===== src/rtl/fuzzy_gain_scheduled_pid_macros.svh =====
// Assertion macros shared by the fuzzy gain-scheduled PID controller.
`ifndef FUZZY_GAIN_SCHEDULED_PID_MACROS_SVH
`define FUZZY_GAIN_SCHEDULED_PID_MACROS_SVH

// The consequent must hold in the same cycle as the antecedent.
`define FGSP_ASSERT_NOW(label, ante, cons, msg) \
	label: assert property (@(posedge clk) disable iff (!arst_n) (ante) |-> (cons)) \
		else $error(msg);

// The consequent must hold in the cycle after the antecedent.
`define FGSP_ASSERT_NEXT(label, ante, cons, msg) \
	label: assert property (@(posedge clk) disable iff (!arst_n) (ante) |=> (cons)) \
		else $error(msg);

`endif


===== src/rtl/fgsp_pkg.sv =====
// Types, constants and helper functions of the fuzzy gain-scheduled PID controller.
package fgsp_pkg;

	localparam int ERR_WIDTH   = 16;
	localparam int ACC_WIDTH   = 32;
	localparam int DRIVE_WIDTH = 36;

	localparam int GP_W = 3;
	localparam int GI_W = 2;
	localparam int GD_W = 2;
	localparam int QUO_W = 3;

	localparam int IN_TDATA_W  = ((2 * ERR_WIDTH + 7) / 8) * 8;
	localparam int OUT_BITS    = DRIVE_WIDTH + GP_W + GI_W + GD_W;
	localparam int OUT_TDATA_W = ((OUT_BITS + 7) / 8) * 8;

	// Fuzzy span and membership, weight, numerator and denominator widths.
	localparam int FUZZ_SPAN = 20;
	localparam int MEM_W     = 5;
	localparam int DEN_W     = 6;
	localparam int NUM_W     = 9;

	localparam int KP_S = 2;
	localparam int KP_M = 4;
	localparam int KP_L = 6;
	localparam int KI_S = 1;
	localparam int KI_M = 2;
	localparam int KI_L = 3;
	localparam int KD_S = 1;
	localparam int KD_M = 2;
	localparam int KD_L = 3;

	// Queue between front and back; the depth is a power of two.
	localparam int FIFO_DEPTH = 2;
	localparam int FIFO_PTR_W = 1;
	localparam int FIFO_CNT_W = 2;

	// Integral update width and its saturation bounds.
	localparam int ISUM_W = ((ERR_WIDTH > ACC_WIDTH) ? ERR_WIDTH : ACC_WIDTH) + 1;
	localparam logic signed [ISUM_W-1:0] ACC_MAX =
		{{(ISUM_W-ACC_WIDTH+1){1'b0}}, {(ACC_WIDTH-1){1'b1}}};
	localparam logic signed [ISUM_W-1:0] ACC_MIN =
		{{(ISUM_W-ACC_WIDTH+1){1'b1}}, {(ACC_WIDTH-1){1'b0}}};

	// Product widths and the drive sum width with its saturation bounds.
	localparam int PP_W = ERR_WIDTH + GP_W + 1;
	localparam int PI_W = ACC_WIDTH + GI_W + 1;
	localparam int PD_W = ERR_WIDTH + GD_W + 1;
	localparam int PMAX_W = (PI_W > PP_W) ? ((PI_W > PD_W) ? PI_W : PD_W)
	                                      : ((PP_W > PD_W) ? PP_W : PD_W);
	localparam int DRV_W = (PMAX_W + 2 > DRIVE_WIDTH + 1) ? PMAX_W + 2 : DRIVE_WIDTH + 1;
	localparam logic signed [DRV_W-1:0] DRIVE_MAX =
		{{(DRV_W-DRIVE_WIDTH+1){1'b0}}, {(DRIVE_WIDTH-1){1'b1}}};
	localparam logic signed [DRV_W-1:0] DRIVE_MIN =
		{{(DRV_W-DRIVE_WIDTH+1){1'b1}}, {(DRIVE_WIDTH-1){1'b0}}};

	typedef struct packed {
		logic [MEM_W-1:0] n;
		logic [MEM_W-1:0] z;
		logic [MEM_W-1:0] p;
	} fgsp_mem_t;

	// One classified sample on its way from front to back.
	typedef struct packed {
		logic signed [ERR_WIDTH-1:0] e;
		logic signed [ERR_WIDTH-1:0] de;
		logic [NUM_W-1:0]            num_p;
		logic [NUM_W-1:0]            num_i;
		logic [NUM_W-1:0]            num_d;
		logic [DEN_W-1:0]            den;
	} fgsp_item_t;

	typedef struct packed {
		logic [FIFO_CNT_W-1:0] level;
		logic                  full;
		logic                  empty;
	} fgsp_fifo_st_t;

	// Negative, zero and positive memberships of one value.
	function automatic fgsp_mem_t fgsp_fuzzify(input logic signed [ERR_WIDTH-1:0] x);
		fgsp_mem_t m;
		logic [MEM_W-1:0] lo;
		logic [MEM_W-1:0] span;
		logic signed [ERR_WIDTH-1:0] span_pos;
		logic signed [ERR_WIDTH-1:0] span_neg;
		m        = '0;
		lo       = x[MEM_W-1:0];
		span     = MEM_W'(FUZZ_SPAN);
		span_pos = ERR_WIDTH'(FUZZ_SPAN);
		span_neg = -span_pos;
		if (x <= span_neg) begin
			m.n = span;
		end else if (x >= span_pos) begin
			m.p = span;
		end else if (!x[ERR_WIDTH-1]) begin
			m.p = lo;
			m.z = span - lo;
		end else begin
			m.n = MEM_W'(0) - lo;
			m.z = span + lo;
		end
		return m;
	endfunction

	function automatic logic [MEM_W-1:0] fgsp_min(input logic [MEM_W-1:0] a,
	                                              input logic [MEM_W-1:0] b);
		return (a < b) ? a : b;
	endfunction

	function automatic logic [MEM_W-1:0] fgsp_max(input logic [MEM_W-1:0] a,
	                                              input logic [MEM_W-1:0] b);
		return (a > b) ? a : b;
	endfunction

endpackage


===== src/rtl/fgsp_front.sv =====
// Front part: takes a sample, fuzzifies it and forms the defuzzification sums.
module fgsp_front
	import fgsp_pkg::*;
(
	input  logic                        clk,
	input  logic                        arst_n,
	input  logic                        in_valid,
	output logic                        in_ready,
	input  logic signed [ERR_WIDTH-1:0] in_e,
	input  logic signed [ERR_WIDTH-1:0] in_de,
	output logic                        push_valid,
	input  logic                        push_ready,
	output fgsp_item_t                  push_item
);

	logic                        valid_s1;
	logic signed [ERR_WIDTH-1:0] e_s1;
	logic signed [ERR_WIDTH-1:0] de_s1;

	fgsp_mem_t        me;
	fgsp_mem_t        md;
	logic [MEM_W-1:0] m00, m01, m10, m11, m12, m21, m22;
	logic [MEM_W-1:0] wa, wb, wc;

	assign in_ready   = !valid_s1 || push_ready;
	assign push_valid = valid_s1;

	always_ff @(posedge clk or negedge arst_n) begin
		if (!arst_n) begin
			valid_s1 <= 1'b0;
		end else if (in_valid && in_ready) begin
			valid_s1 <= 1'b1;
		end else if (push_ready) begin
			valid_s1 <= 1'b0;
		end
	end

	always_ff @(posedge clk) begin
		if (in_valid && in_ready) begin
			e_s1  <= in_e;
			de_s1 <= in_de;
		end
	end

	always_comb begin
		me  = fgsp_fuzzify(e_s1);
		md  = fgsp_fuzzify(de_s1);
		m00 = fgsp_min(me.n, md.n);
		m01 = fgsp_min(me.n, md.z);
		m10 = fgsp_min(me.z, md.n);
		m11 = fgsp_min(me.z, md.z);
		m12 = fgsp_min(me.z, md.p);
		m21 = fgsp_min(me.p, md.z);
		m22 = fgsp_min(me.p, md.p);
		wa  = fgsp_max(m00, m01);
		wb  = fgsp_max(m21, m22);
		wc  = fgsp_max(fgsp_max(m01, m10), fgsp_max(fgsp_max(m11, m12), m21));

		push_item.e     = e_s1;
		push_item.de    = de_s1;
		push_item.den   = DEN_W'(wa) + DEN_W'(wb) + DEN_W'(wc);
		push_item.num_p = NUM_W'(KP_S) * NUM_W'(wa) + NUM_W'(KP_M) * NUM_W'(wc)
		                + NUM_W'(KP_L) * NUM_W'(wb);
		push_item.num_i = NUM_W'(KI_S) * NUM_W'(wa) + NUM_W'(KI_M) * NUM_W'(wc)
		                + NUM_W'(KI_L) * NUM_W'(wb);
		push_item.num_d = NUM_W'(KD_S) * NUM_W'(wb) + NUM_W'(KD_M) * NUM_W'(wc)
		                + NUM_W'(KD_L) * NUM_W'(wa);
	end

endmodule


===== src/rtl/fgsp_fifo.sv =====
// Short queue that decouples the front part from the back part.
module fgsp_fifo
	import fgsp_pkg::*;
(
	input  logic          clk,
	input  logic          arst_n,
	input  logic          push_valid,
	output logic          push_ready,
	input  fgsp_item_t    push_item,
	output logic          pop_valid,
	input  logic          pop_ready,
	output fgsp_item_t    pop_item,
	output fgsp_fifo_st_t status
);

	fgsp_item_t            mem_q [FIFO_DEPTH];
	logic [FIFO_PTR_W-1:0] wr_ptr_q;
	logic [FIFO_PTR_W-1:0] rd_ptr_q;
	logic [FIFO_CNT_W-1:0] count_q;
	logic                  do_push;
	logic                  do_pop;

	assign status.level = count_q;
	assign status.full  = (count_q == FIFO_CNT_W'(FIFO_DEPTH));
	assign status.empty = (count_q == '0);
	assign push_ready   = !status.full;
	assign pop_valid    = !status.empty;
	assign pop_item     = mem_q[rd_ptr_q];
	assign do_push      = push_valid && push_ready;
	assign do_pop       = pop_valid && pop_ready;

	always_ff @(posedge clk or negedge arst_n) begin
		if (!arst_n) begin
			wr_ptr_q <= '0;
			rd_ptr_q <= '0;
			count_q  <= '0;
		end else begin
			if (do_push) begin
				wr_ptr_q <= wr_ptr_q + 1'b1;
			end
			if (do_pop) begin
				rd_ptr_q <= rd_ptr_q + 1'b1;
			end
			if (do_push && !do_pop) begin
				count_q <= count_q + 1'b1;
			end else if (do_pop && !do_push) begin
				count_q <= count_q - 1'b1;
			end
		end
	end

	always_ff @(posedge clk) begin
		if (do_push) begin
			mem_q[wr_ptr_q] <= push_item;
		end
	end

endmodule


===== src/rtl/fgsp_back.sv =====
// Back part: divides out the gains, updates the integral and forms the drive.
module fgsp_back
	import fgsp_pkg::*;
(
	input  logic                          clk,
	input  logic                          arst_n,
	input  logic                          pop_valid,
	output logic                          pop_ready,
	input  fgsp_item_t                    pop_item,
	output logic                          out_valid,
	input  logic                          out_ready,
	output logic signed [DRIVE_WIDTH-1:0] out_drive,
	output logic [GP_W-1:0]               out_gain_p,
	output logic [GI_W-1:0]               out_gain_i,
	output logic [GD_W-1:0]               out_gain_d
);

	localparam logic [2:0] ST_IDLE  = 3'd0;
	localparam logic [2:0] ST_DIV   = 3'd1;
	localparam logic [2:0] ST_INTEG = 3'd2;
	localparam logic [2:0] ST_MUL   = 3'd3;
	localparam logic [2:0] ST_OUT   = 3'd4;

	logic [2:0]                state_q;
	logic [1:0]                cnt_q;
	fgsp_item_t                item_q;
	logic [NUM_W-1:0]          rem_p_q, rem_i_q, rem_d_q;
	logic [QUO_W-1:0]          quo_p_q, quo_i_q, quo_d_q;
	logic [GP_W-1:0]           held_p_q;
	logic [GI_W-1:0]           held_i_q;
	logic [GD_W-1:0]           held_d_q;
	logic signed [ACC_WIDTH-1:0] integral_q;
	logic signed [PP_W-1:0]    prod_p_s2;
	logic signed [PI_W-1:0]    prod_i_s2;
	logic signed [PD_W-1:0]    prod_d_s2;
	logic                      out_valid_q;

	logic [NUM_W-1:0]          dshift;
	logic                      ge_p, ge_i, ge_d;
	logic signed [ISUM_W-1:0]  isum;
	logic signed [ACC_WIDTH-1:0] isat;
	logic signed [DRV_W-1:0]   dsum;
	logic signed [DRIVE_WIDTH-1:0] dsat;
	logic                      out_free;

	assign pop_ready = (state_q == ST_IDLE);
	assign out_valid = out_valid_q;
	assign out_free  = !out_valid_q || out_ready;

	// One quotient bit per cycle for all three gains.
	always_comb begin
		dshift = NUM_W'(item_q.den) << cnt_q;
		ge_p   = (rem_p_q >= dshift);
		ge_i   = (rem_i_q >= dshift);
		ge_d   = (rem_d_q >= dshift);
	end

	always_comb begin
		isum = {{(ISUM_W-ACC_WIDTH){integral_q[ACC_WIDTH-1]}}, integral_q}
		     + {{(ISUM_W-ERR_WIDTH){item_q.e[ERR_WIDTH-1]}}, item_q.e};
		if (isum > ACC_MAX) begin
			isat = ACC_MAX[ACC_WIDTH-1:0];
		end else if (isum < ACC_MIN) begin
			isat = ACC_MIN[ACC_WIDTH-1:0];
		end else begin
			isat = isum[ACC_WIDTH-1:0];
		end
	end

	always_comb begin
		dsum = {{(DRV_W-PP_W){prod_p_s2[PP_W-1]}}, prod_p_s2}
		     + {{(DRV_W-PI_W){prod_i_s2[PI_W-1]}}, prod_i_s2}
		     + {{(DRV_W-PD_W){prod_d_s2[PD_W-1]}}, prod_d_s2};
		if (dsum > DRIVE_MAX) begin
			dsat = DRIVE_MAX[DRIVE_WIDTH-1:0];
		end else if (dsum < DRIVE_MIN) begin
			dsat = DRIVE_MIN[DRIVE_WIDTH-1:0];
		end else begin
			dsat = dsum[DRIVE_WIDTH-1:0];
		end
	end

	always_ff @(posedge clk or negedge arst_n) begin
		if (!arst_n) begin
			state_q     <= ST_IDLE;
			cnt_q       <= '0;
			held_p_q    <= '0;
			held_i_q    <= '0;
			held_d_q    <= '0;
			integral_q  <= '0;
			out_valid_q <= 1'b0;
		end else begin
			// In the output state the valid flag is set below instead.
			if (out_valid_q && out_ready && state_q != ST_OUT) begin
				out_valid_q <= 1'b0;
			end
			unique case (state_q)
				ST_IDLE: begin
					if (pop_valid) begin
						cnt_q   <= 2'd2;
						state_q <= ST_DIV;
					end
				end
				ST_DIV: begin
					cnt_q <= cnt_q - 1'b1;
					if (cnt_q == 2'd0) begin
						state_q <= ST_INTEG;
					end
				end
				ST_INTEG: begin
					if (item_q.den != '0) begin
						held_p_q <= quo_p_q[GP_W-1:0];
						held_i_q <= quo_i_q[GI_W-1:0];
						held_d_q <= quo_d_q[GD_W-1:0];
					end
					integral_q <= isat;
					state_q    <= ST_MUL;
				end
				ST_MUL: begin
					state_q <= ST_OUT;
				end
				ST_OUT: begin
					if (out_free) begin
						out_valid_q <= 1'b1;
						state_q     <= ST_IDLE;
					end
				end
				default: begin
					state_q <= ST_IDLE;
				end
			endcase
		end
	end

	always_ff @(posedge clk) begin
		if (state_q == ST_IDLE && pop_valid) begin
			item_q  <= pop_item;
			rem_p_q <= pop_item.num_p;
			rem_i_q <= pop_item.num_i;
			rem_d_q <= pop_item.num_d;
			quo_p_q <= '0;
			quo_i_q <= '0;
			quo_d_q <= '0;
		end
		if (state_q == ST_DIV) begin
			if (ge_p) begin
				rem_p_q <= rem_p_q - dshift;
			end
			if (ge_i) begin
				rem_i_q <= rem_i_q - dshift;
			end
			if (ge_d) begin
				rem_d_q <= rem_d_q - dshift;
			end
			quo_p_q[cnt_q] <= ge_p;
			quo_i_q[cnt_q] <= ge_i;
			quo_d_q[cnt_q] <= ge_d;
		end
		if (state_q == ST_MUL) begin
			prod_p_s2 <= $signed({1'b0, held_p_q}) * item_q.e;
			prod_i_s2 <= $signed({1'b0, held_i_q}) * integral_q;
			prod_d_s2 <= $signed({1'b0, held_d_q}) * item_q.de;
		end
		if (state_q == ST_OUT && out_free) begin
			out_drive  <= dsat;
			out_gain_p <= held_p_q;
			out_gain_i <= held_i_q;
			out_gain_d <= held_d_q;
		end
	end

endmodule


===== src/rtl/fuzzy_gain_scheduled_pid.sv =====
// Top level of the fuzzy gain-scheduled PID controller.
// An accepted request is registered by the front part, waits in the queue and is then
// handled by the back part's sequencer, one request at a time (a pop step, three
// restoring-division steps, integral update, multiply, drive saturation).
// The front part and the two-entry queue can absorb three more requests meanwhile.
// Reset (arst_n low, asynchronous) clears the integral, the held gains and all valid flags.
`include "fuzzy_gain_scheduled_pid_macros.svh"
module fuzzy_gain_scheduled_pid
	import fgsp_pkg::*;
(
	input  logic                   clk,
	input  logic                   arst_n,
	input  logic                   s_tvalid,
	output logic                   s_tready,
	// err_sample [ERR_WIDTH-1:0], err_change [2*ERR_WIDTH-1:ERR_WIDTH]
	input  logic [IN_TDATA_W-1:0]  s_tdata,
	output logic                   m_tvalid,
	input  logic                   m_tready,
	// drive [35:0], gain_p [38:36], gain_i [40:39], gain_d [42:41], zero padding above
	output logic [OUT_TDATA_W-1:0] m_tdata
);

	// Front to queue.
	logic          push_valid;
	logic          push_ready;
	fgsp_item_t    push_item;

	// Queue to back.
	logic          pop_valid;
	logic          pop_ready;
	fgsp_item_t    pop_item;
	fgsp_fifo_st_t fifo_st;

	// Result fields as produced by the back part.
	logic signed [DRIVE_WIDTH-1:0] drive;
	logic [GP_W-1:0]               gain_p;
	logic [GI_W-1:0]               gain_i;
	logic [GD_W-1:0]               gain_d;

	// The front part registers each request, fuzzifies both error values, evaluates the
	// rule matrix and forms the weighted numerators and the common denominator.
	fgsp_front u_front (
		.clk        (clk),
		.arst_n     (arst_n),
		.in_valid   (s_tvalid),
		.in_ready   (s_tready),
		.in_e       (s_tdata[ERR_WIDTH-1:0]),
		.in_de      (s_tdata[2*ERR_WIDTH-1:ERR_WIDTH]),
		.push_valid (push_valid),
		.push_ready (push_ready),
		.push_item  (push_item)
	);

	// The queue lets the front keep taking requests while the back is busy dividing.
	fgsp_fifo u_fifo (
		.clk        (clk),
		.arst_n     (arst_n),
		.push_valid (push_valid),
		.push_ready (push_ready),
		.push_item  (push_item),
		.pop_valid  (pop_valid),
		.pop_ready  (pop_ready),
		.pop_item   (pop_item),
		.status     (fifo_st)
	);

	// The back part finds the gains by bit-serial division, keeps the previous gains when
	// no rule fires, saturates the integral and the drive, and holds the result in an
	// output register so that it can start on the next request while the result waits.
	fgsp_back u_back (
		.clk        (clk),
		.arst_n     (arst_n),
		.pop_valid  (pop_valid),
		.pop_ready  (pop_ready),
		.pop_item   (pop_item),
		.out_valid  (m_tvalid),
		.out_ready  (m_tready),
		.out_drive  (drive),
		.out_gain_p (gain_p),
		.out_gain_i (gain_i),
		.out_gain_d (gain_d)
	);

	assign m_tdata = {{(OUT_TDATA_W-OUT_BITS){1'b0}}, gain_d, gain_i, gain_p, drive};

	// A weighted average of 2, 4 and 6 can never exceed 6.
	`FGSP_ASSERT_NOW(a_gain_p_range, m_tvalid, gain_p <= GP_W'(KP_L), "gain_p above its largest value")

	// The queue never holds more entries than it has.
	`FGSP_ASSERT_NOW(a_fifo_level, 1'b1, fifo_st.level <= FIFO_CNT_W'(FIFO_DEPTH), "queue level beyond its depth")

	// An accepted request is held by the front part in the next cycle.
	`FGSP_ASSERT_NEXT(a_front_capture, s_tvalid && s_tready, push_valid, "accepted request was lost by the front part")

	// Once the back part takes an entry, it is busy in the cycle after.
	`FGSP_ASSERT_NEXT(a_back_busy, pop_valid && pop_ready, !pop_ready, "back part took a second entry too early")

endmodule

===== config.mk =====
export PLATFORM = sky130hd
export DESIGN_NAME = fuzzy_gain_scheduled_pid
export DESIGN_NICKNAME = d
export VERILOG_FILES = /design/src/rtl/fgsp_pkg.sv /design/src/rtl/fgsp_front.sv /design/src/rtl/fgsp_fifo.sv /design/src/rtl/fgsp_back.sv /design/src/rtl/fuzzy_gain_scheduled_pid.sv
export VERILOG_INCLUDE_DIRS = /design/src /design/src/rtl
export SDC_FILE = /design/constraint.sdc
export NUM_CORES = 1
export LEC_CHECK = 0
export ABC_AREA = 1
export BUFFER_PORTS_ARGS = -buffer_cell sky130_fd_sc_hd__buf_4
export CAP_MARGIN = 20
export CORE_MARGIN = 2
export CORE_UTILIZATION = 50
export DETAILED_ROUTE_END_ITERATION = 6
export HOLD_SLACK_MARGIN = 0.02
export PLACE_DENSITY = 0.63
export SYNTH_ARGS = -nofsm -noshare
export SYNTH_HDL_FRONTEND = slang
export SYNTH_HIERARCHICAL = 1
export SYNTH_SLANG_ARGS = --single-unit
export TNS_END_PERCENT = 1

===== constraint.sdc =====
create_clock -name clk -period 11.8 [get_ports clk]
set_input_delay 0 -clock clk [delete_from_list [all_inputs] [get_ports clk]]
set_output_delay 0 -clock clk [all_outputs]
set_load 0.05 [all_outputs]

=== After elaboration in Yosys (flattened, before gate mapping) ===
Memory sizes are Yosys's and may differ from the RTL's.
Cells that the tools add are included.

* $add $sub $neg: 25
* Multiply operators: 6
* Div/mod/pow operators: 0
* $lt $le $gt $ge: 26
* Equality and inequality tests: 10
* Shifts and indexed selects: 1
* Mux-type cells: 65
* Bitwise gates (word level): 0
* Reduce and logical (&&, ||, !) cells: 26

{| class="wikitable"
|+ Operators by type and width
! cell !! number
|-
| $mux 5 || 23
|-
| $mux 9 || 9
|-
| $mux 32 || 2
|-
| $mux 10 || 4
|-
| $add 37x37->37 || 1
|-
| $gt 37x36->1 const B || 1
|-
| $lt 37x36->1 const B || 1
|-
| $add 20x35->36 || 1
|-
| $mux 36 || 1
|-
| $lt 5x5->1 || 7
|-
| $mul 3x32->35 || 1
|-
| $add 32x16->33 || 1
|-
| $gt 33x32->1 const B || 1
|-
| $lt 33x32->1 const B || 1
|-
| $ge 16x6->1 const B || 2
|-
| $le 16x6->1 const B || 2
|-
| $gt 5x5->1 || 6
|-
| $ge 9x9->1 || 3
|-
| $mux 3 || 9
|-
| $sub 9x9->9 || 3
|-
| $mul 2x5->7 const A || 3
|-
| $mul 4x16->20 || 1
|-
| $mul 3x16->19 || 1
|-
| $add 9x7->9 || 2
|-
| other kinds (36) || 73
|}

* Bits in registers: 273
* Latch bits: 0
* RAM bits: 130
* Bits in read-only memories: 0
* Input port bits: 36
* Memories: 1

{| class="wikitable"
|+ Memories
! name !! words !! width !! read ports !! clocked after memory_dff !! write ports !! line !! source
|-
| u_fifo.mem_q || 2 || 65 || 1 || 0 || 1 || fgsp_fifo.sv:16 || <nowiki>fgsp_item_t mem_q [FIFO_DEPTH];</nowiki>
|}

=== Depth between registers and ports, before layout ===
* Depth in word-level cells: 14
* Depth in mapped cells: 58
* Depth with buffers taken out: 57

=== By module ===
The synthesis kept the hierarchy.

{| class="wikitable"
|+ Modules (own cells, without submodules)
! module !! instances !! cells an instance !! area an instance (um2)
|-
| fgsp_back || 1 || 3101 || 22087.4
|-
| fgsp_front || 1 || 807 || 6169.7
|-
| fgsp_fifo || 1 || 373 || 4949.7
|-
| fuzzy_gain_scheduled_pid || 1 || 6 || 41.3
|}

=== Worst setup path after synthesis ===
Ideal clock, no wire load.

* Kind: reg-to-reg
* From: register u_front.e_s1[0]
* To: memory u_fifo/mem_q[0][21] (netlist name), data pin
* Setup time: 0.269 ns
* Arrival time: 8.174 ns
* Data required time: 11.531 ns
* Setup slack: 3.357 ns
* Cell stages (with the launch flop): 56
* Buffers on the path: 1
* Cells stage by stage: edfxtp_1 > inv_1 > ha_1 > inv_1 > nand2_1 > nand2_1 > nand2_1 > nor2_2 > nand2_2 > nand2_4 > inv_1 > nor2_1 > ha_1 > a21oi_1 > nand2_1 > inv_1 > nand2_1 > nand2_2 > [20 not listed] > inv_1 > nand2_1 > nand2_1 > ha_1 > nand2_1 > nor3_1 > nor4_1 > a21oi_1 > clkinv_1 > nand2_1 > nand2_1 > fa_1 > inv_1 > ha_1 > fa_1 > a21oi_1 > o21ai_0 > xor2_1

{| class="wikitable"
|+ RTL lines
! element !! line !! source
|-
| start, declared || fgsp_front.sv:17 || <nowiki>logic signed [ERR_WIDTH-1:0] e_s1;</nowiki>
|-
| start signal, assigned || fgsp_front.sv:40 || <nowiki>e_s1 <= in_e;</nowiki>
|-
| end, declared || fgsp_fifo.sv:16 ||
|}

==> results.md <==
### Run status
* outcome: finished, final reports clean

### CTS
* setup bufs post-CTS: 0
* clock tree from TritonCTS: built
* CTS root buffer: clkbuf_16
* insertion delay of the later-clocked pin in the worst-skew pair: 0.60 ns
* number of H-tree branching levels: 2
* post-cts repair resize count: 0
* number of sinks on the clock net: 401
* number of buffers inserted by hold repair at cts: 37
* number of clock buffers inserted by TritonCTS: 44
* clock transition time at the flip-flop clock pins of the worst setup and hold paths: 0.06 ns
* maximum clock path buffer count: 3

### Yosys
* synthesized area per cell: 7.76 sq um
* fraction of the yosys area taken by sequential cells: 0.344
* dominant register cell in the synthesized netlist: edfxtp_1
* gate count of the mapped netlist: 4287
* Netlist Area Pre-Place: 33200 sq um
* number of enable-type register cells in the synthesized netlist: 317
* Async S/R FF share, synth: 0.125
* number of synthesis warnings: 6
* flip-flop and latch count after synthesis: 401
* number of distinct standard cells referenced by the synthesized netlist: 65

### Floorplanning
* full die area: 68600 sq um
* initial core utilization: 0.506
* ports placed on the boundary: 86
* Die X-Extent: 262 um
* row count: 94
* core area: 65700 sq um
* Vert. Die Dim: 262 um

### Setup path
* R2R depth: 56
* crit path kind: register to register
* capture point of the worst reg-to-reg path: u_fifo/mem_q[1][12]
* maximum fanout along the worst path: 12
* CP most frequent cell: nand2_1
* slack of the worst reg-to-reg path: 1.87 ns
* Arrival @ worst endpoint: 10.26 ns
* family with the most delay on the worst path: simple AND/OR/NAND/NOR gates
* cell with the largest stage delay on the worst path: nor2_1
* number of buffer and inverter instances along the worst setup path: 12
* endpoint required time on the critical path: 12.13 ns
* startpoint kind of the worst setup timing path: register
* Worst path depth: 56
* Crit path largest cell delay: 0.55 ns
* Worst R2R Start: u_front/e_s1[0]
* type of destination of the critical path: register

### Routing
* average detailed-routed wire length per instance: 15.3 um
* number of nets with antenna violations after detailed routing: 0
* violation count after the first detailed-route iteration: 1706
* first-pass detailed-route iteration total: 5
* detailed-route wire length: 80900 um
* detail-routed via count per cell: 5.16
* DRC violations left: 0
* via total after detailed routing: 27345

### Global route
* layer carrying the most global-route usage: met2
* All-Layer GR Usage: 0.238
* via count of the first global-routing pass: 25557
* largest net degree at the start of global routing: 75
* first-pass GRT wire length: 131000 um
* M2 GR Usage: 0.404
* antenna violations before repair: 1
* Global Route met1 Usage: 0.321
* overall overflow remaining after global route: 0
* met3 Use GR: 0.0264

### Timing
* final critical-path required period: 9.93 ns
* ratio of final minimum period to clock period: 0.842
* final slew viol count: 0
* number of failing setup endpoints in the final timing report: 0
* Clock Skew: 0.0320 ns
* final count of hold timing violations: 0
* minimum hold slack: 0.144 ns
* setup total negative slack: 0 ns
* Worst Max-Slew Pin Slew: 1.07 ns
* RSZ-0062 raised after global routing: false
* Max transition margin: 0.290
* Max Clock Freq: 0.101 GHz

### Cells and area
* combined area of the multi-input logic cells: 19000 sq um
* Fill cells: 6292
* number of nets at the end of the flow: 4857
* proportion of layout cells with a drive suffix above 1: 0.0695
* Area Overhead vs Synth: 10.1%
* Ant. Diodes: 0
* area taken by flip-flops and latches: 11500 sq um

### Place
* DP HPWL: 64300 um
* routability-driven placement congestion ratio: 0.935
* Port Buffers: 80

### Worst hold path
* hold depth: 2
* HP Start: s_tdata[20]
* class of the tightest hold or removal check: input port to register
* Min-Delay Endpoint: u_front/de_s1[4]

### Job
* Max Cap Violations: 0

-- cells in the mapped netlist (32+ instances only) --
cell type,n,share of area
a21oi_1,268,0.040
clkbuf_1,32,0.0036
dfrtp_1,50,0.038
dfxtp_1,34,0.020
edfxtp_1,317,0.29
fa_1,56,0.034
ha_1,368,0.14
inv_1,616,0.070
nand2_1,1300,0.15
nand2_2,37,0.0070
nand3_1,179,0.027
nor2_1,324,0.037
nor3_1,45,0.0068
o21ai_0,143,0.022
xnor2_1,37,0.0097
xor2_1,132,0.035
-- worst max-delay path by stage --
| stage | from | endpoint | slack, ns |
|---|---|---|---|
| 2_1_floorplan | u_front/e_s1[0] | u_fifo/mem_q[0][21] | 3.36 |
| 3_3_place_gp | u_front/e_s1[0] | u_fifo/mem_q[0][21] | 1.85 |
| 3_5_place_dp | u_front/e_s1[0] | u_fifo/mem_q[0][12] | 1.92 |
| 4_1_cts | u_front/e_s1[0] | u_fifo/mem_q[1][12] | 1.89 |
| 5_1_grt | u_front/e_s1[0] | u_fifo/mem_q[0][21] | 0.76 |
| 6_report | u_front/e_s1[0] | u_fifo/mem_q[1][12] | 1.87 |
-- cells by family (layout without fill, tap and decap cells) --
logic type,after synthesis,count (layout),synth area share
AOI/OAI and AO/OA,590,590,0.103
adders and majority gates,424,424,0.172
xor gates and xnor gates,169,169,0.0445
DFF,401,401,0.344
buffers and inverters,710,850,0.0848
muxes,9,9,0.00278
other,2,8,0.000226
and+or+nand+nor,1982,1982,0.248
-- stage by stage --
| stage | utilization | cell area, sq um | setup WS, ns | cells |
|---|---|---|---|---|
| after global routing | 0.557 | 36600 | 0.757 | 5297 |
| after global placement | 0.527 | 34700 | 1.85 | 5175 |
| after CTS | 0.555 | 36500 | 1.89 | 5294 |
| after detailed placement | 0.527 | 34700 | 1.92 | 5175 |
| after floorplan | - | 33300 | 3.36 | 4293 |
| final | 0.557 | 36600 | 1.87 | 5297 |
-- cell usage in the layout (no fill, tap or decap), types with 10 or more instances in the layout --
cell type,instances
or2_2,13
fa_1,56
xor2_1,132
a21o_1,22
xnor2_1,37
ha_1,368
nand3_1,179
clkbuf_16,44
o211ai_1,18
o21ai_2,20
o21a_1,18
nand2_4,10
o21ai_0,143
a21oi_1,266
inv_2,14
nand2_2,37
nand2_1,1300
buf_4,94
dfrtp_1,49
inv_1,614
edfxtp_1,317
nand3_2,10
o21bai_1,27
a31oi_1,19
dfxtp_1,34
nor2_1,321
clkinv_2,10
dlygate4sd3_1,37
nand4_1,27
nor3_1,45
clkinv_1,10
o21ai_1,17
-- state kept, by name, summed over array words and instances (netlist names), 3 cells and up --
name,flops
u_fifo/mem_q,130
u_back/out_gain_p,3
u_back/integral_q,32
u_back/prod_p_s2,20
u_back/prod_d_s2,19
u_back/rem_i_q,9
u_back/quo_p_q,3
u_back/prod_i_s2,35
u_front/de_s1,16
u_back/state_q,3
u_back/item_q,38
u_back/rem_p_q,9
u_back/rem_d_q,9
u_back/out_drive,36
u_back/held_p_q,3
u_front/e_s1,16
-- metal layers --
| layer | vias up | routed length, um |
|---|---|---|
| li1 | 14176 | - |
| met5 | - | 13 |
| met4 | 2 | 2040 |
| met1 | 12591 | 36900 |
| met3 | 96 | 3290 |
| met2 | 480 | 38700 |
-- final cells by class --
class,count,share of cell area
inverters,634,0.0653
repair buffers,134,0.0317
clock buffers,51,0.0314
clock inverters,31,0.00879
multi-input cells,3182,0.520
flip-flops and latches,401,0.313
well taps,864,0.0295
Power is left out: the tool's default activity adds up to more than one toggle a clock period on the data nets, which glitch-free logic cannot reach.
